`config.mk`:
```
export PLATFORM = sky130hd
export DESIGN_NAME = mvm_back
export DESIGN_NICKNAME = d
export VERILOG_FILES = /design/src/hdl/mvm_pkg.sv /design/src/hdl/mvm_back.sv
export SDC_FILE = /design/constraint.sdc
export NUM_CORES = 2
export LEC_CHECK = 0
export BUFFER_PORTS_ARGS = -buffer_cell sky130_fd_sc_hd__buf_2
export CAP_MARGIN = 20
export CORE_ASPECT_RATIO = 0.5
export CORE_MARGIN = 5
export CORE_UTILIZATION = 40
export CTS_BUF_LIST = sky130_fd_sc_hd__clkbuf_2 sky130_fd_sc_hd__clkbuf_4 sky130_fd_sc_hd__clkbuf_8
export DETAILED_ROUTE_END_ITERATION = 12
export GPL_ROUTABILITY_DRIVEN = 1
export PLACE_DENSITY_LB_ADDON = 0.05
export SLEW_MARGIN = 5
export SYNTH_ARGS = -nofsm -noshare
export SYNTH_HDL_FRONTEND = slang
export SYNTH_SLANG_ARGS = --single-unit
```
`constraint.sdc`:
```
create_clock -name clk -period 4 [get_ports clk]
set_input_delay 0.4 -clock clk [delete_from_list [all_inputs] [get_ports clk]]
set_output_delay 0.4 -clock clk [all_outputs]
set_load 0.005 [all_outputs]
```
`src/hdl/mvm_pkg.sv`:
```
// ----------------------------------------------------------------------------
// Matrix-vector multiply package
// Sizes, field positions, codes and the types passed between the modules.
// ----------------------------------------------------------------------------
package mvm_pkg;

	localparam int MAX_COLS    = 1024;
	localparam int VALUE_WIDTH = 32;
	localparam int FRAC_BITS   = 16;
	localparam int ACC_W       = 64;

	localparam int FIELD_W     = 32;
	localparam int IDX_W       = 10;
	localparam int ROW_W       = 16;
	localparam int COLS_CFG_W  = 11;
	localparam int CFG_W       = 16;
	localparam int COLS_RESET  = 1024;
	localparam int ROWS_RESET  = 1;

	localparam int COL_W  = $clog2(MAX_COLS);
	localparam int CNT_W  = $clog2(MAX_COLS + 1);
	localparam int CMP_W  = (COLS_CFG_W > CNT_W) ? COLS_CFG_W : CNT_W;

	localparam int S_TDATA_W  = 48;
	localparam int IDX_LSB    = 0;
	localparam int VAL_LSB    = IDX_LSB + IDX_W;
	localparam int M_TDATA_W  = 48;
	localparam int ROWSUM_LSB = 0;
	localparam int ROWNUM_LSB = ROWSUM_LSB + FIELD_W;

	localparam int QDEPTH = 4;
	localparam int QPTR_W = $clog2(QDEPTH);
	localparam int QCNT_W = $clog2(QDEPTH + 1);

	typedef enum logic [0:0] {
		REG_COLS = 1'b0,
		REG_ROWS = 1'b1
	} cfg_reg_t;

	typedef enum logic [0:0] {
		CMD_VECTOR = 1'b0,
		CMD_MATRIX = 1'b1
	} cmd_t;

	typedef struct packed {
		logic [COLS_CFG_W-1:0] cols;
		logic [ROW_W-1:0]      rows;
		logic                  clear;
	} mvm_cfg_t;

	typedef struct packed {
		logic [VALUE_WIDTH-1:0] elem;
		logic [VALUE_WIDTH-1:0] vec;
		logic                   end_row;
		logic [ROW_W-1:0]       row;
		logic                   last;
	} mvm_op_t;

endpackage

```
`src/hdl/mvm_back.sv`:
```
// ----------------------------------------------------------------------------
// Matrix-vector multiply datapath
// Multiplies, accumulates with saturation and, at the end of each row, rounds
// and clamps the dot product into the output register.
// ----------------------------------------------------------------------------
module mvm_back (
	input  logic                          clk,
	input  logic                          arst_n,
	input  logic                          clear,
	input  logic                          q_valid,
	input  mvm_pkg::mvm_op_t              q_op,
	output logic                          pop,
	output logic                          m_tvalid,
	input  logic                          m_tready,
	output logic [mvm_pkg::M_TDATA_W-1:0] m_tdata,
	output logic                          m_tlast,
	output logic                          m_tuser
);
	import mvm_pkg::*;

	localparam int RW = ACC_W - FRAC_BITS + 1;
	localparam logic signed [RW-1:0] LIM_HI = RW'((65'sd1 <<< (VALUE_WIDTH - 1)) - 65'sd1);
	localparam logic signed [RW-1:0] LIM_LO = -LIM_HI - RW'(1);

	logic                          adv;
	logic signed [2*VALUE_WIDTH-1:0] prod;
	logic signed [ACC_W:0]         sum_wide;
	logic signed [ACC_W-1:0]       sum_sat;
	logic                          clamp;
	logic signed [RW-1:0]          rnd;
	logic signed [VALUE_WIDTH-1:0] res;
	logic                          res_clamp;

	logic                          valid_s1;
	logic signed [ACC_W-1:0]       product_s1;
	logic                          end_row_s1;
	logic [ROW_W-1:0]              row_s1;
	logic                          last_s1;

	logic                          fin_valid_s2;
	logic signed [ACC_W-1:0]       sum_s2;
	logic                          ovf_s2;
	logic [ROW_W-1:0]              row_s2;
	logic                          last_s2;

	logic signed [ACC_W-1:0]       acc_q;
	logic                          ovf_q;
	logic                          res_valid_q;
	logic [FIELD_W-1:0]            row_sum_q;
	logic [ROW_W-1:0]              row_num_q;
	logic                          last_q;
	logic                          sat_q;

	assign adv  = !res_valid_q || m_tready;
	assign pop  = adv && q_valid;
	assign prod = $signed(q_op.elem) * $signed(q_op.vec);

	always_comb begin
		sum_wide = {acc_q[ACC_W-1], acc_q} + {product_s1[ACC_W-1], product_s1};
		clamp    = sum_wide[ACC_W] != sum_wide[ACC_W-1];
		if (!clamp) begin
			sum_sat = sum_wide[ACC_W-1:0];
		end else if (sum_wide[ACC_W]) begin
			sum_sat = {1'b1, {(ACC_W-1){1'b0}}};
		end else begin
			sum_sat = {1'b0, {(ACC_W-1){1'b1}}};
		end
	end

	always_comb begin
		rnd = $signed(RW'(sum_s2 >>> FRAC_BITS))
			+ $signed({{(RW-1){1'b0}}, sum_s2[FRAC_BITS-1]});
		res_clamp = ovf_s2;
		if (rnd > LIM_HI) begin
			res       = LIM_HI[VALUE_WIDTH-1:0];
			res_clamp = 1'b1;
		end else if (rnd < LIM_LO) begin
			res       = LIM_LO[VALUE_WIDTH-1:0];
			res_clamp = 1'b1;
		end else begin
			res = rnd[VALUE_WIDTH-1:0];
		end
	end

	always_ff @(posedge clk or negedge arst_n) begin
		if (!arst_n) begin
			valid_s1     <= 1'b0;
			fin_valid_s2 <= 1'b0;
			acc_q        <= '0;
			ovf_q        <= 1'b0;
			res_valid_q  <= 1'b0;
		end else if (clear) begin
			valid_s1     <= 1'b0;
			fin_valid_s2 <= 1'b0;
			acc_q        <= '0;
			ovf_q        <= 1'b0;
			res_valid_q  <= 1'b0;
		end else if (adv) begin
			valid_s1     <= q_valid;
			fin_valid_s2 <= valid_s1 && end_row_s1;
			res_valid_q  <= fin_valid_s2;
			if (valid_s1) begin
				if (end_row_s1) begin
					acc_q <= '0;
					ovf_q <= 1'b0;
				end else begin
					acc_q <= sum_sat;
					ovf_q <= ovf_q || clamp;
				end
			end
		end
	end

	always_ff @(posedge clk) begin
		if (adv) begin
			if (q_valid) begin
				product_s1 <= ACC_W'(prod);
				end_row_s1 <= q_op.end_row;
				row_s1     <= q_op.row;
				last_s1    <= q_op.last;
			end
			if (valid_s1 && end_row_s1) begin
				sum_s2  <= sum_sat;
				ovf_s2  <= ovf_q || clamp;
				row_s2  <= row_s1;
				last_s2 <= last_s1;
			end
			if (fin_valid_s2) begin
				row_sum_q <= FIELD_W'(res);
				row_num_q <= row_s2;
				last_q    <= last_s2;
				sat_q     <= res_clamp;
			end
		end
	end

	assign m_tvalid = res_valid_q;
	assign m_tdata  = {row_num_q, row_sum_q};
	assign m_tlast  = last_q;
	assign m_tuser  = sat_q;

endmodule

```
Yosys cells after proc, flatten, opt, wreduce, memory -nomap -nowiden
Cells that the tools add are included.
Storage, ports and cells
  bits in registers: 282
  RAM bits: 0
  logic and storage cells: 52
  bits in latches: 0
  memories kept: 0
  input port bits: 87
  bits in read-only memories: 0
Operators by class
  multipliers: 1
  shift-type cells: 0
  bitwise gates (word level): 0
  magnitude comparators: 2
  divide/modulo/power cells: 0
  $add $sub $neg: 2
  equal/unequal tests: 1
  mux-type cells: 17
  reduce and logical (&&, ||, !) cells: 12
Operators with widths (number)
  $mux 64: 6
  $add 64x64->65: 1
  $mul 32x32->64: 1
  $add 48x2->49: 1
  $gt 49x32->1 const B: 1
  $lt 49x32->1 const B: 1
  $mux 32: 1
  $mux 1: 10
  $reduce_and 2->1: 4
  $reduce_bool 2->1: 2
  $logic_and 1x1->1: 2
  $logic_or 1x1->1: 2
  $reduce_or 2->1: 1
  $logic_not 1->1: 1
  $ne 1x1->1: 1

Logic depth before layout (Yosys ltp)
  depth in word-level cells: 7
  depth in mapped cells: 28
  mapped depth without buffers: 26

Worst setup path before layout
No wires, ideal clock.
  path kind: input-to-reg
  start point: input port q_op[81] (netlist bit)
  end point: register product_s1[59] (data pin)
  required time: 3.735 ns
  stages: 26
  data arrival time: 7.534 ns
  library setup time: 0.265 ns
  path slack: -3.799 ns
  path buffers: 2
  path through: clkbuf_1 > nand2_1 > inv_1 > fa_1 > inv_1 > fa_1 > inv_1 > fa_1 > fa_1 > inv_1 > fa_1 > inv_1 > fa_1 > inv_1 > fa_1 > inv_1 > fa_1 > ha_1 > clkbuf_1 > a21o_1 > a21o_1 > a21oi_1 > o21ai_0 > a211oi_1 > o21ai_0 > xor2_1
Between the ends
  word-level cells in the longest chain between the ends: 1
RTL lines
  start: declaration: line mvm_back.sv:11  | input mvm_pkg::mvm_op_t q_op,
  $mul 32x32->64: line mvm_back.sv:56  | assign prod = $signed(q_op.elem) * $signed(q_op.vec);
  named net prod[59]: line mvm_back.sv:26  | logic signed [2*VALUE_WIDTH-1:0] prod;
  end signal: assignment: line mvm_back.sv:117  | product_s1 <= ACC_W'(prod);
  end: declaration: line mvm_back.sv:35  | logic signed [ACC_W-1:0] product_s1;
The timed path passes the listed nets, and every way through them passes these cells.
A chain may end at the register's enable or synchronous reset.

Worst setup path in the final report
  start point: input port q_op[81] (netlist bit)
  end point: register product_s1[57] (data pin)
Same word-level chain as after synthesis.

==> impl_results.md <==
- Result of the run: finished, violations left
- Failing checks: setup timing
- Number of nets still failing antenna checks after routing: 0
- Number of standard cells after synthesis: about 5300
- Met3 GRT Util: between 4 and 5%
- Wire length reported by the detailed router: between 150 and 200 mm
- Dpl hpwl: 137.9 mm
- Pre-antenna DRT Iters: 5
- Clock Skews: 0.03626 ns
- Crit path max-delay family: adder cells
- Buffers on Ports: 138
- Cts bufs inserted: 50
- Required time of the critical path: between 4 and 5 ns
- Largest net degree at the start of global routing: 69
- Synth Flop Type: sky130_fd_sc_hd__edfxtp_1
- Endpoint type of the worst setup path: flop
- Count of standard-cell rows: ~90
- Clock root buffer: sky130_fd_sc_hd__clkbuf_8
- Routed wire length per instance: ~21 µm
- Count of pins on the block boundary: around 140
- Number of antenna violations at the first check in global routing: 7
- Startpoint types: input pin
- Clock latency on the worst-skew pair: between 0.6 and 0.7 ns
- Initial cell density of the core: roughly two fifths
- DRC errors left: 0
- Standard cell area after detailed placement: around 59000 µm²
- Die Y-Extent: 262.8 µm
- Total count of hold-check failures in the final report: 0
- Number of synthesized register bits: ~270
- Max Buffers Root-to-Sink: 3
- Area inside the core boundary: around 130000 µm²
- Fraction of synthesized cell area taken by the top area cell type: 42.40%
- Combined flip-flop and latch cell area: ~7700 µm²
- Max Cap Viol: 0
- Hold/Removal Path Class: in2reg
- Reg clk slew, reported paths: about 0.050 ns
- Most frequent standard cell in the layout excluding fill and tap cells: sky130_fd_sc_hd__fa_1
- Crit-path max FO: 7
- Number of H-tree branching levels: 2
- Worst Path Class, Setup: in2reg
- Tightest Pin Transition: between 0.8 and 0.9 ns
- Most used cell, CP: sky130_fd_sc_hd__fa_1
- Placer Congestion: about 0.92
- Max frequency: 144.4 MHz
- Most used cells in the layout excluding fill and tap cells: sky130_fd_sc_hd__fa_1, sky130_fd_sc_hd__inv_1, sky130_fd_sc_hd__nand2_1, sky130_fd_sc_hd__buf_4, sky130_fd_sc_hd__and2_1
- Share of synthesized area occupied by flip-flops and latches: between 10% and 20%
- Mean area per synthesized cell: 9.602 µm²
- Met1 Usage GRT: around 38%
- Global-route usage over all layers: roughly a quarter
- Fraction of synthesis flops using an asynchronous set or reset pin: between 20 and 30%
- Die footprint: 135500 µm²
- Fraction of layout cells with a size suffix above 1: a little over a fifth
- Net count after synthesis: approximately 6700
- Wire length of the first global-routing pass: around 260 mm
- Met2 routing resource usage after global routing: approximately 35%
- Largest cells by area after synthesis: sky130_fd_sc_hd__fa_1, sky130_fd_sc_hd__edfxtp_1, sky130_fd_sc_hd__inv_1, sky130_fd_sc_hd__and2_1, sky130_fd_sc_hd__ha_1
- Share of the clock period used by the worst path after layout: 173.1%
- Flop-to-flop setup slack: roughly 0.20 ns
- DR iter-0 viols: about 2400
- Combined area of the multi-input logic cells: roughly 41000 µm²
- Worst path buffer plus inverter count: 9
- Layer carrying the most global-route usage: met1
- Count of nets after finishing: ~7300
- Sinks on the clock net: about 270
- Die Width: approximately 520 µm
- Worst relative slew slack: 43.05%
- Fin crit period: ~7 ns
- Maximum cell stage delay along the critical path: roughly 0.55 ns
- Master of the slowest instance on the critical path: sky130_fd_sc_hd__fa_1
- Number of distinct library cells after synthesis: 88
- Number of global-route vias before repair: roughly 42000
- Cell type with the largest total area after synthesis: sky130_fd_sc_hd__fa_1
- Post-synth EDFFs: 199
- Count of pins over their slew limit: 0
- Combined area of all synthesized cells: 51130 µm²
- RSZ-0062 raised after global routing: true
- CTS tree: yes
- Residual overflow from global routing: 0
- Cell area after layout: between 60000 and 70000 µm²
- Relative area change from synthesis to final layout: 23.51%
- Post-detailed-route via-to-cell ratio: just over 5
- Final setup violation count: between 50 and 60
- Number of filler cells placed in the layout: about 12000
- Setup TNS: -133.23 ns
- Arrival @ worst endpoint: ~7.3 ns
- Ys Warns: 0
- Final Worst Setup Slack: -2.926 ns
- Number of vias in the routed layout: 39000
sequential cells by signal, indices dropped and copies added, names as in the netlist:
register      flops
m_tvalid          1
m_tuser           1
row_s2           16
last_s2           1
last_s1           1
ovf_s2            1
row_sum_q        32
ovf_q             1
sum_s2           49
product_s1       64
m_tlast           1
end_row_s1        1
fin_valid_s2      1
row_s1           16
valid_s1          1
acc_q            64
row_num_q        16
kinds of logic (layout without fill, tap and decap cells):
group / Yosys count / count (layout) / share of synthesized area [%]
DFF: 267 / 267 / 15.01
muxes: 4 / 4 / 0.08320
and+or+nand+nor: 1580 / 1580 / 15.42
other: 0 / 3 / 0
adders and majority gates: 1361 / 1361 / 49.07
xor gates and xnor gates: 166 / 166 / 2.858
AOI/OAI and AO/OA: 645 / 645 / 7.904
buffers and inverters: 1302 / 1940 / 9.656
routing by layer:
layer	wire, µm	part of all wire (%)
met1	80580	50
met2	67400	42
met3	11260	6.9
met4	2956	1.8
met5	13	0.0080
area by class of cell:
class,count,share of cell area (%)
Multi-Input combinational cell,3756,64.52
Tap cell,1692,3.352
Sequential cell,267,12.16
Antenna cell,3,0.01189
Clock inverter,19,0.3943
Timing Repair Buffer,827,12.08
Inverter,1021,6.082
Clock buffer,73,1.403
worst register-to-register path, delay by kind of cell (launching register included):
family | cells | cell delay (ns)
AND/OR/NAND/NOR | 3 | 0.72
buffers and inverters | 2 | 0.53
AO/OA/AOI/OAI | 6 | 1.59
flip-flops | 1 | 0.41
adder cells (fa/ha/maj) | 1 | 0.38
synthesized netlist by cell type, drive strengths merged, types with 10 or more instances:
library cell / count
and3: 18
nor2: 118
inv: 1021
nand2b: 12
o21ai: 167
xor2: 65
a221o: 12
a21o: 65
dfrtp: 68
and2: 509
buf: 28
xnor2: 101
nand3: 56
o21a: 16
clkbuf: 253
maj3: 28
nand2: 680
o211ai: 17
edfxtp: 199
nor4: 20
fa: 1083
nand4: 43
a21oi: 218
nor3: 36
a31oi: 10
a211oi: 25
nor2b: 41
o21bai: 25
or3: 14
ha: 250
stage by stage:
step	util [%]	cells	hold WS (ns)	worst slack (ns)
after floorplan	-	5325	0.1044	-3.405
after global placement	46.24	7468	0.4008	-3.870
after detailed placement	46.24	7468	0.4056	-3.932
after CTS	49.07	7632	0.05690	-2.828
after global routing	49.92	7656	0.1567	-3.076
final	49.92	7658	0.1376	-2.926
path summary, 6_finish.rpt:
| kind | cells past startpoint | start | endpoint |
|---|---|---|---|
| max in group asynchronous | 3 | arst_n | acc_q[62] |
| min in group asynchronous | 2 | arst_n | acc_q[21] |
| min reg2reg | 0 | row_s2[13] | row_num_q[13] |
| max | 28 | q_op[81] | product_s1[57] |
| max reg2reg | 12 | product_s1[28] | sum_s2[62] |
| min | 4 | m_tready | fin_valid_s2 |
what timing repair did:
action                                 in CTS  in global routing
hold buffers                               21                  0
endpoints found under the hold margin      89                  0
buffers inserted                           63                 40
setup endpoints to repair                  60                133
gates resized for setup                   431                198
cloned                                      1                  1
pin swaps                                 144                140
Power is not shown: default switching activity piles up to over one toggle a cycle in this logic, so the estimate is an artifact.
