## config.mk

```make
export PLATFORM = sky130hd
export DESIGN_NAME = mvm_queue
export DESIGN_NICKNAME = d
export VERILOG_FILES = /design/src/hdl/mvm_pkg.sv /design/src/hdl/mvm_queue.sv
export SDC_FILE = /design/constraint.sdc
export NUM_CORES = 1
export LEC_CHECK = 0
export ABC_CLOCK_PERIOD_IN_PS = 8400
export BUFFER_PORTS_ARGS = -buffer_cell sky130_fd_sc_hd__buf_2
export CAP_MARGIN = 15
export CORE_MARGIN = 2
export CORE_UTILIZATION = 47
export CTS_CLUSTER_SIZE = 30
export DETAILED_ROUTE_END_ITERATION = 7
export GPL_TIMING_DRIVEN = 0
export PLACE_DENSITY_LB_ADDON = 0.08
export SYNTH_ARGS = -nofsm -noshare
export SYNTH_HDL_FRONTEND = slang
export SYNTH_SLANG_ARGS = --single-unit
export TNS_END_PERCENT = 5
```

## constraint.sdc

```tcl
create_clock -name clk -period 8.4 [get_ports clk]
set_input_delay 0.84 -clock clk [delete_from_list [all_inputs] [get_ports clk]]
set_output_delay 0.84 -clock clk [all_outputs]
set_load 0.02 [all_outputs]
```

## src/hdl/mvm_pkg.sv

```systemverilog
// ----------------------------------------------------------------------------
// Matrix-vector multiply package
// Sizes, field positions, codes and the types passed between the modules.
// ----------------------------------------------------------------------------
package mvm_pkg;

	localparam int MAX_COLS    = 1024;
	localparam int VALUE_WIDTH = 32;
	localparam int FRAC_BITS   = 16;
	localparam int ACC_W       = 64;

	localparam int FIELD_W     = 32;
	localparam int IDX_W       = 10;
	localparam int ROW_W       = 16;
	localparam int COLS_CFG_W  = 11;
	localparam int CFG_W       = 16;
	localparam int COLS_RESET  = 1024;
	localparam int ROWS_RESET  = 1;

	localparam int COL_W  = $clog2(MAX_COLS);
	localparam int CNT_W  = $clog2(MAX_COLS + 1);
	localparam int CMP_W  = (COLS_CFG_W > CNT_W) ? COLS_CFG_W : CNT_W;

	localparam int S_TDATA_W  = 48;
	localparam int IDX_LSB    = 0;
	localparam int VAL_LSB    = IDX_LSB + IDX_W;
	localparam int M_TDATA_W  = 48;
	localparam int ROWSUM_LSB = 0;
	localparam int ROWNUM_LSB = ROWSUM_LSB + FIELD_W;

	localparam int QDEPTH = 4;
	localparam int QPTR_W = $clog2(QDEPTH);
	localparam int QCNT_W = $clog2(QDEPTH + 1);

	typedef enum logic [0:0] {
		REG_COLS = 1'b0,
		REG_ROWS = 1'b1
	} cfg_reg_t;

	typedef enum logic [0:0] {
		CMD_VECTOR = 1'b0,
		CMD_MATRIX = 1'b1
	} cmd_t;

	typedef struct packed {
		logic [COLS_CFG_W-1:0] cols;
		logic [ROW_W-1:0]      rows;
		logic                  clear;
	} mvm_cfg_t;

	typedef struct packed {
		logic [VALUE_WIDTH-1:0] elem;
		logic [VALUE_WIDTH-1:0] vec;
		logic                   end_row;
		logic [ROW_W-1:0]       row;
		logic                   last;
	} mvm_op_t;

endpackage

```

## src/hdl/mvm_queue.sv

```systemverilog
// ----------------------------------------------------------------------------
// Matrix-vector multiply operation queue
// A short first-in first-out queue between the front end and the datapath.
// ----------------------------------------------------------------------------
module mvm_queue (
	input  logic                       clk,
	input  logic                       arst_n,
	input  logic                       push,
	input  mvm_pkg::mvm_op_t           push_op,
	input  logic                       pop,
	output logic                       q_valid,
	output mvm_pkg::mvm_op_t           q_op,
	output logic [mvm_pkg::QCNT_W-1:0] q_count
);
	import mvm_pkg::*;

	mvm_op_t             slot_q [QDEPTH];
	logic [QPTR_W-1:0]   wr_ptr_q;
	logic [QPTR_W-1:0]   rd_ptr_q;
	logic [QCNT_W-1:0]   count_q;

	always_ff @(posedge clk or negedge arst_n) begin
		if (!arst_n) begin
			wr_ptr_q <= '0;
			rd_ptr_q <= '0;
			count_q  <= '0;
		end else begin
			if (push) begin
				wr_ptr_q <= (32'(wr_ptr_q) == QDEPTH - 1) ? '0 : wr_ptr_q + QPTR_W'(1);
			end
			if (pop) begin
				rd_ptr_q <= (32'(rd_ptr_q) == QDEPTH - 1) ? '0 : rd_ptr_q + QPTR_W'(1);
			end
			if (push && !pop) begin
				count_q <= count_q + QCNT_W'(1);
			end else if (pop && !push) begin
				count_q <= count_q - QCNT_W'(1);
			end
		end
	end

	always_ff @(posedge clk) begin
		if (push) begin
			slot_q[wr_ptr_q] <= push_op;
		end
	end

	assign q_valid = (count_q != '0);
	assign q_op    = slot_q[rd_ptr_q];
	assign q_count = count_q;

endmodule

```

## After elaboration in Yosys (flattened, before gate mapping)

Memory sizes are Yosys's and may differ from the RTL's.
Cells that the tools add are included.

| word-level totals | value |
|---|---|
| bits in read-only memories | 0 |
| word-level logic and storage cells | 22 |
| latch bits | 0 |
| output and inout bits | 86 |
| bits in writable memories | 328 |
| bits of input ports | 86 |
| register bits after elaboration | 7 |
| memories | 1 |

Memory list:

| name | words | bits a word | rd ports | clocked after Yosys merged registers in | write ports | RTL line | RTL |
|---|---|---|---|---|---|---|---|
| slot_q | 4 | 82 | 1 | 0 | 1 | mvm_queue.sv:17 | `mvm_op_t slot_q [QDEPTH];` |

| cells by class | value |
|---|---|
| shift-type cells | 0 |
| mux-type cells | 6 |
| bitwise logic cells | 0 |
| reductions and logical operators | 6 |
| equality and inequality tests | 2 |
| magnitude comparators | 0 |
| multipliers | 0 |
| $add $sub $neg | 4 |
| div/mod/pow operators | 0 |

Operator list:

| cell | count |
|---|---|
| 3-bit 2-to-1 mux | 2 |
| 2-bit by 1-bit adder with 2-bit output (second input constant) | 2 |
| 2-bit equality test (second input constant) | 2 |
| 2-bit 2-to-1 mux | 2 |
| 3-bit by 1-bit adder with 3-bit output (second input constant) | 1 |
| 3-bit nonzero test | 1 |
| 3-bit by 1-bit subtractor with 3-bit output (second input constant) | 1 |
| 1-bit logical AND | 2 |
| 1-bit logical NOT | 2 |
| 1-bit 2-to-1 mux | 2 |
| 2-bit nonzero test | 1 |

## Logic depth before layout (Yosys ltp)

Gate-level depths: netlist of run 1.

| depth | value |
|---|---|
| word-level depth | 4 |
| mapped depth | 7 |
| gate-level depth less buffers | 7 |

## Worst setup path after synthesis of run 1

No wires, ideal clock.

| timing | value |
|---|---|
| path type | input-to-reg |
| start | in push |
| end | mem slot_q[2][0] in the netlist's numbering (enable) |
| buffers on the path | 0 |
| setup time | 0.449 ns |
| data arrival time | 2.748 ns |
| required time | 7.951 ns |
| cell stages on the path | 1 |
| setup slack | 5.203 ns |
| path through | and2_1 |

| between the ends | value |
|---|---|
| longest elaborated chain between the ends | 2 |

Ends and longest elaborated chain:

| item | RTL line | RTL |
|---|---|---|
| start: declaration | mvm_queue.sv:8 | `input logic push,` |
| 1-bit 2-to-1 mux | mvm_queue.sv:43 | `if (push) begin` |
| 1-bit 2-to-1 mux (not written as such) | mvm_queue.sv:44 | `slot_q[wr_ptr_q] <= push_op;` |
| end: declaration | mvm_queue.sv:17 |  |

No other way between the ends.

==> results.md, run 1 <==
* Finished Layout Cells at 1034
* Share of layout cells above drive strength 1 at 46.8%
* Clk Tree Root Cell: clkbuf_16
* Most frequent cells in the layout: edfxtp_1, buf_2, mux4_2, clkbuf_16, clkinv_1
* Clk buf depth at 3
* Pre-Repair DR Iteration Count at 4
* Hold Slack at 0.168 ns
* Maximum VDD drop at 204 uV
* TritonCTS clock tree: yes
* Hold-fix buffers, CTS at 0
* Yosys warnings at 0
* Wirelength per Cell at 20.7 um
* Crit share post-route at 34.8%
* Drt first-iter violations at 365
* Fmax at 342 MHz
* Ports at 172
* H-tree Lvls at 2
* Seq/Total Area, Yosys at 81.9%
* Clock sinks at 335
* Fin. Hold Viols at 0
* Multi-input gate area at 2070 um2
* Number of global-route vias before repair at 5758
* Mapped Cells at 464
* Number of remaining DRC errors at 0
* Tmin final at 2.93 ns
* Startpoint Class: register
* DR vias at 5405
* # rows at 59
* Initial antenna violation count at 4
* Sw power at 1.59 mW
* Max cap viols at 0
* Initial core utilization at 47.4%
* Total grt overflow at 0
* Post-route ant nets at 0
* Worst-Skew Late Latency at 0.50 ns
* Via density at 5.23
* Syn nets at 557
* Synth cell types at 18
* Total track usage at 15.9%
* Synthesis-to-layout area growth at 20.0%
* Pwr dens at 357 nW/um2
* Final core utilization at 56.9%
* Register area at 10000 um2
* Core area at 25800 um2
* Final setup vio count at 0
* RSZ-0062 raised after global routing: false
* Placement Cell Area at 13600 um2
* Hpwl dp at 13.1 mm
* Worst-margin pin slew at 0.701 ns
* Worst-path clk slew at 0.06 ns
* CP max FO at 10
* Leak at 5.05 nW
* Sequential share of power at 42.1%
* GP Congestion at 0.704
* CP Cell Sequence: buf_6 -> buf_6 -> mux4_2 -> buf_2
* Nets at 768
* Slew Viols, Final at 0
* Switching fraction of total power at 30.4%
* Global-route wire length before repair at 32.0 mm
* Yosys reg bits at 335
* Fillers at 1948
* Post-CTS Setup Bufs at 0
* Critical Path Slowest Stage Cell: mux4_2
* Clock share of power at 26.8%
* Die Y-Extent at 165 um
* WS Path Type: register to primary output
* Final instance area at 14700 um2
* CP Data Required Time at 7.56 ns
* CTS Buf Count at 34
* Clk_skew at 0.0116 ns
* Most common cell after layout, fill and taps aside: edfxtp_1
* Status: completed
* Slew Limit Headroom at 53.3%
* Placed Cells at 974
* DIE AREA at 27300 um2
* CTS-repair resized insts at 0
* Crit end category: primary output
* Comb power frac at 31.2%
* Routed WL at 21.4 mm
* Die W at 165 um
* Setup_tns at 0 ns
* Arrival @ worst endpoint at 2.09 ns
* Pin count of the biggest net entering global routing at 46
* Mapped Area at 12200 um2
* Post-Syn Area per Cell at 26.4 um2
* Most numerous cell on the critical path: buf_6
* HP Class: input port to async pin
* Internal at 3.65 mW
* Max incr delay on CP at 0.54 ns
* Port buffer count at 171
## cell usage after synthesis
cell type	n	area [um2]
nor2_1	3	11.3
buf_2	8	40.0
xor2_1	2	17.5
o21ai_0	2	10.0
nand2_1	2	7.51
buf_4	2	15.0
xnor2_1	1	8.76
buf_6	7	78.8
clkbuf_1	1	3.75
mux4_2	82	1850
mux2_2	3	33.8
edfxtp_1	328	9850
inv_1	4	15.0
or3_1	1	6.26
dfrtp_1	7	175
ha_1	6	75.1
fa_1	1	20.0
and2_1	4	25.0
## sequential cells by signal, summed over array words and instances (netlist names)
register / flops
rd_ptr_q: 2
q_count: 3
slot_q: 328
wr_ptr_q: 2
## critical path, delay by kind of cell (launching register included)
kind                   cells  cell delay (ns)
buffers and inverters      3             0.61
multiplexers               1             0.54
flip-flops                 1             0.41
## final timing paths
check	start	end	slack [ns]	cells past startpoint
setup / recovery	rd_ptr_q[0]$_DFFE_PN0P_	q_op[19]	5.47	4
hold / removal	arst_n	q_count[0]$_DFFE_PN0P_	0.17	1
setup reg to reg	wr_ptr_q[0]$_DFFE_PN0P_	slot_q[2][22]$_DFFE_PP_	6.43	4
hold reg to reg	q_count[2]$_DFFE_PN0P_	q_count[2]$_DFFE_PN0P_	0.49	1
max in group asynchronous	arst_n	rd_ptr_q[1]$_DFFE_PN0P_	8.06	1
min in group clk	q_count[2]$_DFFE_PN0P_	q_count[2]$_DFFE_PN0P_	0.49	1
## layer usage
layer	routed length (um)	global-route usage [%]
met1	8600	20.0
met2	11000	27.3
met3	1290	4.15
met4	464	5.02
met5	18	0
## power by group through the flow
| stage | registers [mW] | logic, mW | clock network (mW) |
|---|---|---|---|
| final | 2.21 | 1.64 | 1.40 |
| after global routing | 2.23 | 1.76 | 1.51 |
| after CTS | 2.21 | 1.69 | 1.44 |
| after detailed placement | 2.24 | 1.69 | 0 |
| after global placement | 2.27 | 1.64 | 0 |
| after floorplan | 2.25 | 1.14 | 0 |
## through the flow
stage	power [mW]	setup slack, ns
finish	5.25	5.47
global route	5.50	5.37
CTS	5.34	5.41
detailed placement	3.93	5.96
global placement	3.91	3.41
floorplan	3.39	5.20
## cells by family (layout without fill, tap and decap cells)
group                      after synthesis  after routing  share of synthesized area [%]
adders and majority gates                7              7                          0.777
DFF                                    335            335                           81.9
muxes                                   85             85                           15.4
other                                    0              2                              0
and+or+nand+nor                         10             10                          0.409
xor gates and xnor gates                 3              3                          0.215
AOI/OAI and AO/OA                        2              2                         0.0818
buffers and inverters                   22            255                           1.25
## cell type report
cell class	instances	share of cell area, %
well taps	335	2.85
diodes	2	0.0341
clock inverters	17	0.741
plain buffers	18	0.937
flip-flops and latches	335	68.2
clock buffers	41	6.41
multi-input cells	107	14.1
repair buffers	175	6.58
inverters	4	0.102
(Power assumes the default switching activity.)
==> run 2: changes to the inputs <==
Settings changed: ABC_AREA set to 1, ABC_CLOCK_PERIOD_IN_PS 8400 to 2950.
Clock period 8.4 ns to 2.95 ns, I/O delays scaled along.
==> run 2 against run 1 <==
  * Count of clock-buffer cells in the layout up 11
  * Critical path depth grew 2
  * Routed wire length rose by 36%
  * Clock skew is 0.0040 ns lower
  * Cell count rose by 64%
  * Combinational power rose to 3.6 times the previous value
  * Sequential share of layout area shrank 8.0 points
  * Synthesized area is 11% higher
==> results.md, run 2 <==
* DIE AREA at 30200 um2
* Largest register FFs at 328
* Synth cell types at 17
* Crit end category: primary output
* Fmax at 437 MHz
* Final core utilization at 58.3%
* Final setup vio count at 0
* CP top delay family: buffers and inverters
* CP Data Required Time at 2.65 ns
* Antenna diode count at 0
* Sw power at 5.79 mW
* Critical Path Slowest Stage Cell: dfrtp_1
* Fraction of registers with async set/reset at 2.09%
* Count leader, synth: edfxtp_1
* Worst-path clk slew at 0.06 ns
* Max incr delay on CP at 0.40 ns
* Routed WL at 29.1 mm
* RSZ-0062 raised after global routing: false
* Pre-Repair DR Iteration Count at 7
* Fin. Hold Viols at 0
* H-tree Lvls at 2
* Clk_skew at 0.00755 ns
* Internal at 10.3 mW
* M1 WL at 12.8 mm
* Die Y-Extent at 174 um
* Die W at 174 um
* Yosys reg bits at 335
* Arrival @ worst endpoint at 2.00 ns
* CTS Buf Count at 36
* Slew Viols, Final at 0
* Ports at 172
* Syn nets at 1102
* Most frequent cells in the layout: edfxtp_1, nand2_1, buf_2, inv_1, o211ai_1
* Mapped Cells at 1009
* Startpoint Class: register
* Initial antenna violation count at 0
* Post-Syn Area per Cell at 13.4 um2
* Number of remaining DRC errors at 0
* Worst-Skew Late Latency at 0.50 ns
* Area leader, netlist: edfxtp_1
* Post-CTS Setup Bufs at 0
* Total grt overflow at 0
* Sequential share of power at 39.0%
* Clock share of power at 24.6%
* Hpwl dp at 17.3 mm
* CP Buf/Inv Count at 4
* Seq/Total Area, Yosys at 74.1%
* Crit share post-route at 77.7%
* Wirelength per Cell at 17.2 um
* Initial core utilization at 47.4%
* Share of layout cells above drive strength 1 at 21.1%
* Via density at 4.91
* Top post-synthesis cells by area: edfxtp_1, o211ai_1, nand2_1, inv_1, buf_6
* Final setup margin at 0.659 ns
* Biggest register: slot_q
* Post-route ant nets at 0
* Core area at 28500 um2
* Mapped Area at 13500 um2
* Yosys warnings at 0
* Global-route wire length before repair at 45.0 mm
* DR vias at 8308
* CP Cell Sequence: inv_1 -> buf_2 -> buf_2 -> o211ai_1 -> nand2_1 -> buf_2
* Worst-margin pin slew at 0.766 ns
* Max cap viols at 0
* Most numerous cell on the critical path: buf_2
* Worst slack at placement at 0.910 ns
* Tmin final at 2.29 ns
* Pwr dens at 969 nW/um2
* Slew Limit Headroom at 48.9%
* Leak at 6.82 nW
* # rows at 62
* Commonest cells in the netlist: edfxtp_1, nand2_1, inv_1, o211ai_1, buf_6
* Number of global-route vias before repair at 8214
* Switching fraction of total power at 35.9%
* Pin count of the biggest net entering global routing at 50
* Clk buf depth at 3
* Clock sinks at 335
* Status: completed
* Clk Tree Root Cell: clkbuf_16
* Port buffer count at 171
* Post-synth EDFFs at 328
* Comb power frac at 36.4%
* Share of the synthesized area in the top cell type at 72.8%
* GP Congestion at 0.695
* DR WL met3 at 1.49 mm
* Most common cell after layout, fill and taps aside: edfxtp_1
* WS Path Type: register to primary output
* Drt first-iter violations at 433
* Total track usage at 19.4%
* CTS-repair resized insts at 0
* Nets at 1378
* Top FF cell, synth: edfxtp_1
* Maximum VDD drop at 683 uV
* CP max FO at 10
* TritonCTS clock tree: yes
* Met2 routed WL at 14.3 mm
* HP Class: input port to register
* Synthesis-to-layout area growth at 23.0%
* Highest Signal Layer: met4
==> run 2: changes by cell type after synthesis, sizes merged <==
cell    delta
inv      +173
mux2       -3
nand4      +1
buf       +36
mux4      -82
o211ai   +164
o21ai      +2
nand2    +260
xor2       -2
or3        -1
and2       -4
nand3      +1
==> run 2: repair_timing <==
item,in CTS,in global routing
endpoints found under the setup margin,0,0
hold endpoints to repair,245,0
hold buffers,63,0
==> run 2: layout make-up <==
class | count | area [um2]
fill | 2357 | 11900
sequential | 335 | 10000
multi-input combinational | 443 | 2360
timing repair buffer | 238 | 1580
clock buffer | 52 | 992
inverter | 177 | 674
buffer | 54 | 484
tap | 384 | 480
clock inverter | 10 | 43.8
==> run 2: metrics by stage <==
step           setup TNS, ns  std cells  hold slack [ns]  total power, mW  instance area [um2]
6_report                   0       1693           0.0156             16.1                16600
5_1_grt                    0       1693          0.00471             17.0                16600
4_1_cts                    0       1693          0.00135             16.3                16600
3_5_place_dp               0       1568            0.138             12.3                15000
3_3_place_gp         -354.19       1564            0.141             12.2                14900
2_1_floorplan              0       1009        -0.000591             10.2                13500
==> run 2: cells by family (layout without fill, tap and decap cells) <==
group / after synthesis / after routing / synth area share [%]
AOI/OAI and AO/OA: 168 / 168 / 9.24
xor gates and xnor gates: 1 / 1 / 0.0647
adders and majority gates: 7 / 7 / 0.703
buffers and inverters: 231 / 531 / 8.49
DFF: 335 / 335 / 74.1
and+or+nand+nor: 267 / 267 / 7.43
==> run 2: metal layers <==
metal | vias up | global-route usage (%)
met2 | 193 | 33.4
li1 | 4076 | -
met3 | 40 | 3.11
met5 | - | 0
met4 | 0 | 5.01
met1 | 3999 | 26.0
==> run 2: path summary, 6_finish.rpt <==
check	from	end	slack [ns]	depth (start not counted)
min in group asynchronous	arst_n	q_count[2]$_DFFE_PN0P_	0.15	2
setup / recovery	rd_ptr_q[1]$_DFFE_PN0P_	q_op[60]	0.66	6
hold / removal	push_op[63]	slot_q[2][63]$_DFFE_PP_	0.02	1
hold reg to reg	q_count[2]$_DFFE_PN0P_	q_count[2]$_DFFE_PN0P_	0.50	2
max in group asynchronous	arst_n	q_count[1]$_DFFE_PN0P_	2.64	2
setup reg to reg	wr_ptr_q[0]$_DFFE_PN0P_	slot_q[2][26]$_DFFE_PP_	0.95	5
==> run 2: power groups by stage <==
| stage | Sequential (mW) | Clock (mW) | Combinational, mW |
|---|---|---|---|
| 2_1_floorplan | 6.42 | 0 | 3.75 |
| 3_3_place_gp | 6.47 | 0 | 5.76 |
| 3_5_place_dp | 6.38 | 0 | 5.90 |
| 4_1_cts | 6.28 | 4.07 | 5.99 |
| 5_1_grt | 6.35 | 4.25 | 6.42 |
| 6_report | 6.28 | 3.97 | 5.86 |
==> run 2: worst reg2reg max path, delay by kind of cell (launching register included) <==
family | cells | cell delay (ns)
adders and majority gates | 1 | 0.15
buffers and inverters | 3 | 1.00
DFF | 1 | 0.41
and+or+nand+nor | 1 | 0.08
==> run 3: changes to the inputs <==
Settings changed: ABC_CLOCK_PERIOD_IN_PS 2950 to 2000.
Clock period 2.95 ns to 2 ns, I/O delays scaled along.
==> run 3 against run 2 <==
  * The flow now finishes with violations (negative setup slack)
  * Cell area up 3.2%
  * Sequential power up 47%
  * Cell count up 1.9%
  * Die area unchanged
  * Critical path type unchanged
  * Register-to-register slack worse by 0.84 ns
  * Largest cell class unchanged
  * Global-route usage up 0.30 points
==> results.md, run 3 (synthesis gave the netlist of run 2 again) <==
* Post-route ant nets at 0
* Most common cell after layout, fill and taps aside: edfxtp_1
* Die Y-Extent at 174 um
* Initial core utilization at 47.4%
* Worst R2R Start: wr_ptr_q[0]$_DFFE_PN0P_
* Core area at 28500 um2
* Tmin final at 2.04 ns
* Critical Path Slowest Stage Cell: dfrtp_1
* Port buffer count at 171
* Clk_skew at 0.00722 ns
* Clock share of power at 25.5%
* Final core utilization at 60.2%
* Drt first-iter violations at 471
* Initial antenna violation count at 1
* Ports at 172
* GP Congestion at 0.711
* Nets at 1407
* Fillers at 2308
* Worst-path clk slew at 0.06 ns
* WS Path Type: register to primary output
* Startpoint Class: register
* Internal at 15.9 mW
* H-tree Lvls at 2
* Sw power at 8.69 mW
* Slew Viols, Final at 0
* DR vias at 8362
* Clock sinks at 335
* Pin count of the biggest net entering global routing at 36
* Total grt overflow at 0
* RSZ-0062 raised after global routing: true
* Total power at 24.6 mW
* CTS Buf Count at 36
* Total track usage at 19.7%
* Final instance area at 17200 um2
* Switching fraction of total power at 35.3%
* Placement Cell Area at 15100 um2
* Worst-margin pin slew at 0.600 ns
* Share of layout cells above drive strength 1 at 22.3%
* Final setup vio count at 11
* TritonCTS clock tree: yes
* Hpwl dp at 18.0 mm
* Global-route wire length before repair at 45.8 mm
* Fmax at 491 MHz
* Leak at 7.02 nW
* Pwr dens at 1430 nW/um2
* Via density at 4.85
* RR Endpoint: slot_q[3][23]$_DFFE_PP_
* Comb power frac at 36.9%
* Fin. Hold Viols at 0
* Arrival @ worst endpoint at 1.84 ns
* Status: finished, violations left
* Die W at 174 um
* Max cap viols at 0
* Failing checks: negative setup slack
* CP endpoint: q_op[78]
* Clk Tree Root Cell: clkbuf_16
* CP Data Required Time at 1.80 ns
* HP Class: input port to register
* Pre-Repair DR Iteration Count at 4
* CP Launch Point: rd_ptr_q[0]$_DFFE_PN0P_
* Crit end category: primary output
* Number of remaining DRC errors at 0
* Final setup margin at -0.0371 ns
* # rows at 62
* Worst R2R Setup Slack at 0.11 ns
* Number of global-route vias before repair at 8546
* CP Cell Sequence: inv_4 -> buf_12 -> buf_6 -> nand2_1 -> o211ai_1 -> nand2_1 -> buf_2
* Crit share post-route at 102%
* Biggest register: slot_q
* Sequential share of power at 37.6%
* Maximum VDD drop at 714 uV
* Clk buf depth at 3
* DIE AREA at 30200 um2
* Max incr delay on CP at 0.41 ns
* CP max FO at 10
* Most numerous cell on the critical path: nand2_1
* Wirelength per Cell at 17.0 um
* Routed WL at 29.4 mm
* Synthesis-to-layout area growth at 26.9%
* Worst-Skew Late Latency at 0.51 ns
* Largest register FFs at 328
* Most frequent cells in the layout: edfxtp_1, nand2_1, buf_2, inv_1, o211ai_1
* R2r worst-path depth at 4
* Slew Limit Headroom at 59.9%
==> run 3: changes by cell type in the layout (fill, tap and decap cells not counted), sizes merged <==
cell	previous run	this run
diode	0	1
clkinvlp	0	4
buf	228	236
clkbuf	53	46
clkinv	10	16
bufinv	0	3
dlygate4sd3	63	84
inv	177	173
==> run 3: cell type report <==
cell class,count,area [um2],share of cell area [%]
antenna,1,2.50,0.0146
buffer,54,584,3.40
clock buffer,45,956,5.56
clock inverter,19,161,0.939
inverter,177,682,3.97
multi-input combinational,443,2380,13.8
sequential,335,10000,58.3
tap,384,480,2.80
timing repair buffer,267,1910,11.1
==> run 3: routing by layer <==
| layer | part of all wire [%] | up-vias | track usage [%] |
|---|---|---|---|
| met4 | 2.2 | 0 | 5.39 |
| met5 | 0 | - | 0 |
| met1 | 45 | 4006 | 26.1 |
| met2 | 49 | 176 | 33.8 |
| li1 | - | 4128 | - |
| met3 | 4.5 | 52 | 3.64 |
==> run 3: per-stage QoR <==
stage | cells | setup TNS (ns) | hold slack (ns) | setup slack (ns)
after floorplan | 1009 | -82.80 | -0.0956 | -0.261
after detailed placement | 1573 | -0.537 | 0.0475 | -0.0280
after global placement | 1564 | -450.13 | 0.0497 | -1.43
final | 1725 | -0.153 | 0.0316 | -0.0371
after global routing | 1725 | -6.40 | 0.0624 | -0.122
after CTS | 1724 | -0.622 | 0.0242 | -0.0462
==> run 3: worst max-delay path: cells and delay by family (launching register included) <==
kind	cells	cell delay, ns
buffers and inverters	4	0.65
AO/OA/AOI/OAI	1	0.07
AND/OR/NAND/NOR	2	0.19
flip-flops	1	0.41
==> run 3: worst min-delay path by stage <==
stage	from	end	slack, ns	depth (start not counted)
6_report	push	wr_ptr_q[0]$_DFFE_PN0P_	0.03	2
5_1_grt	arst_n	wr_ptr_q[0]$_DFFE_PN0P_	0.06	2
4_1_cts	push	wr_ptr_q[0]$_DFFE_PN0P_	0.02	2
3_5_place_dp	arst_n	q_count[2]$_DFFE_PN0P_	0.05	1
3_3_place_gp	arst_n	q_count[2]$_DFFE_PN0P_	0.05	1
2_1_floorplan	arst_n	q_count[0]$_DFFE_PN0P_	-0.1	0
==> run 3: power groups by stage <==
| stage | Combinational [mW] | Clock [mW] | Sequential (mW) |
|---|---|---|---|
| final | 9.08 | 6.28 | 9.26 |
| after global routing | 9.97 | 6.68 | 9.35 |
| after CTS | 9.20 | 6.42 | 9.26 |
| after detailed placement | 8.82 | 0 | 9.40 |
| after global placement | 8.53 | 0 | 9.49 |
| after floorplan | 5.57 | 0 | 9.44 |
==> run 3: timing repair <==
item | in CTS | in global routing
resized for setup | 26 | 7
hold buffers | 84 | 0
endpoints found under the setup margin | 105 | 139
pin swaps | 0 | 2
setup buffers | 3 | 0
hold endpoints to repair | 337 | 0
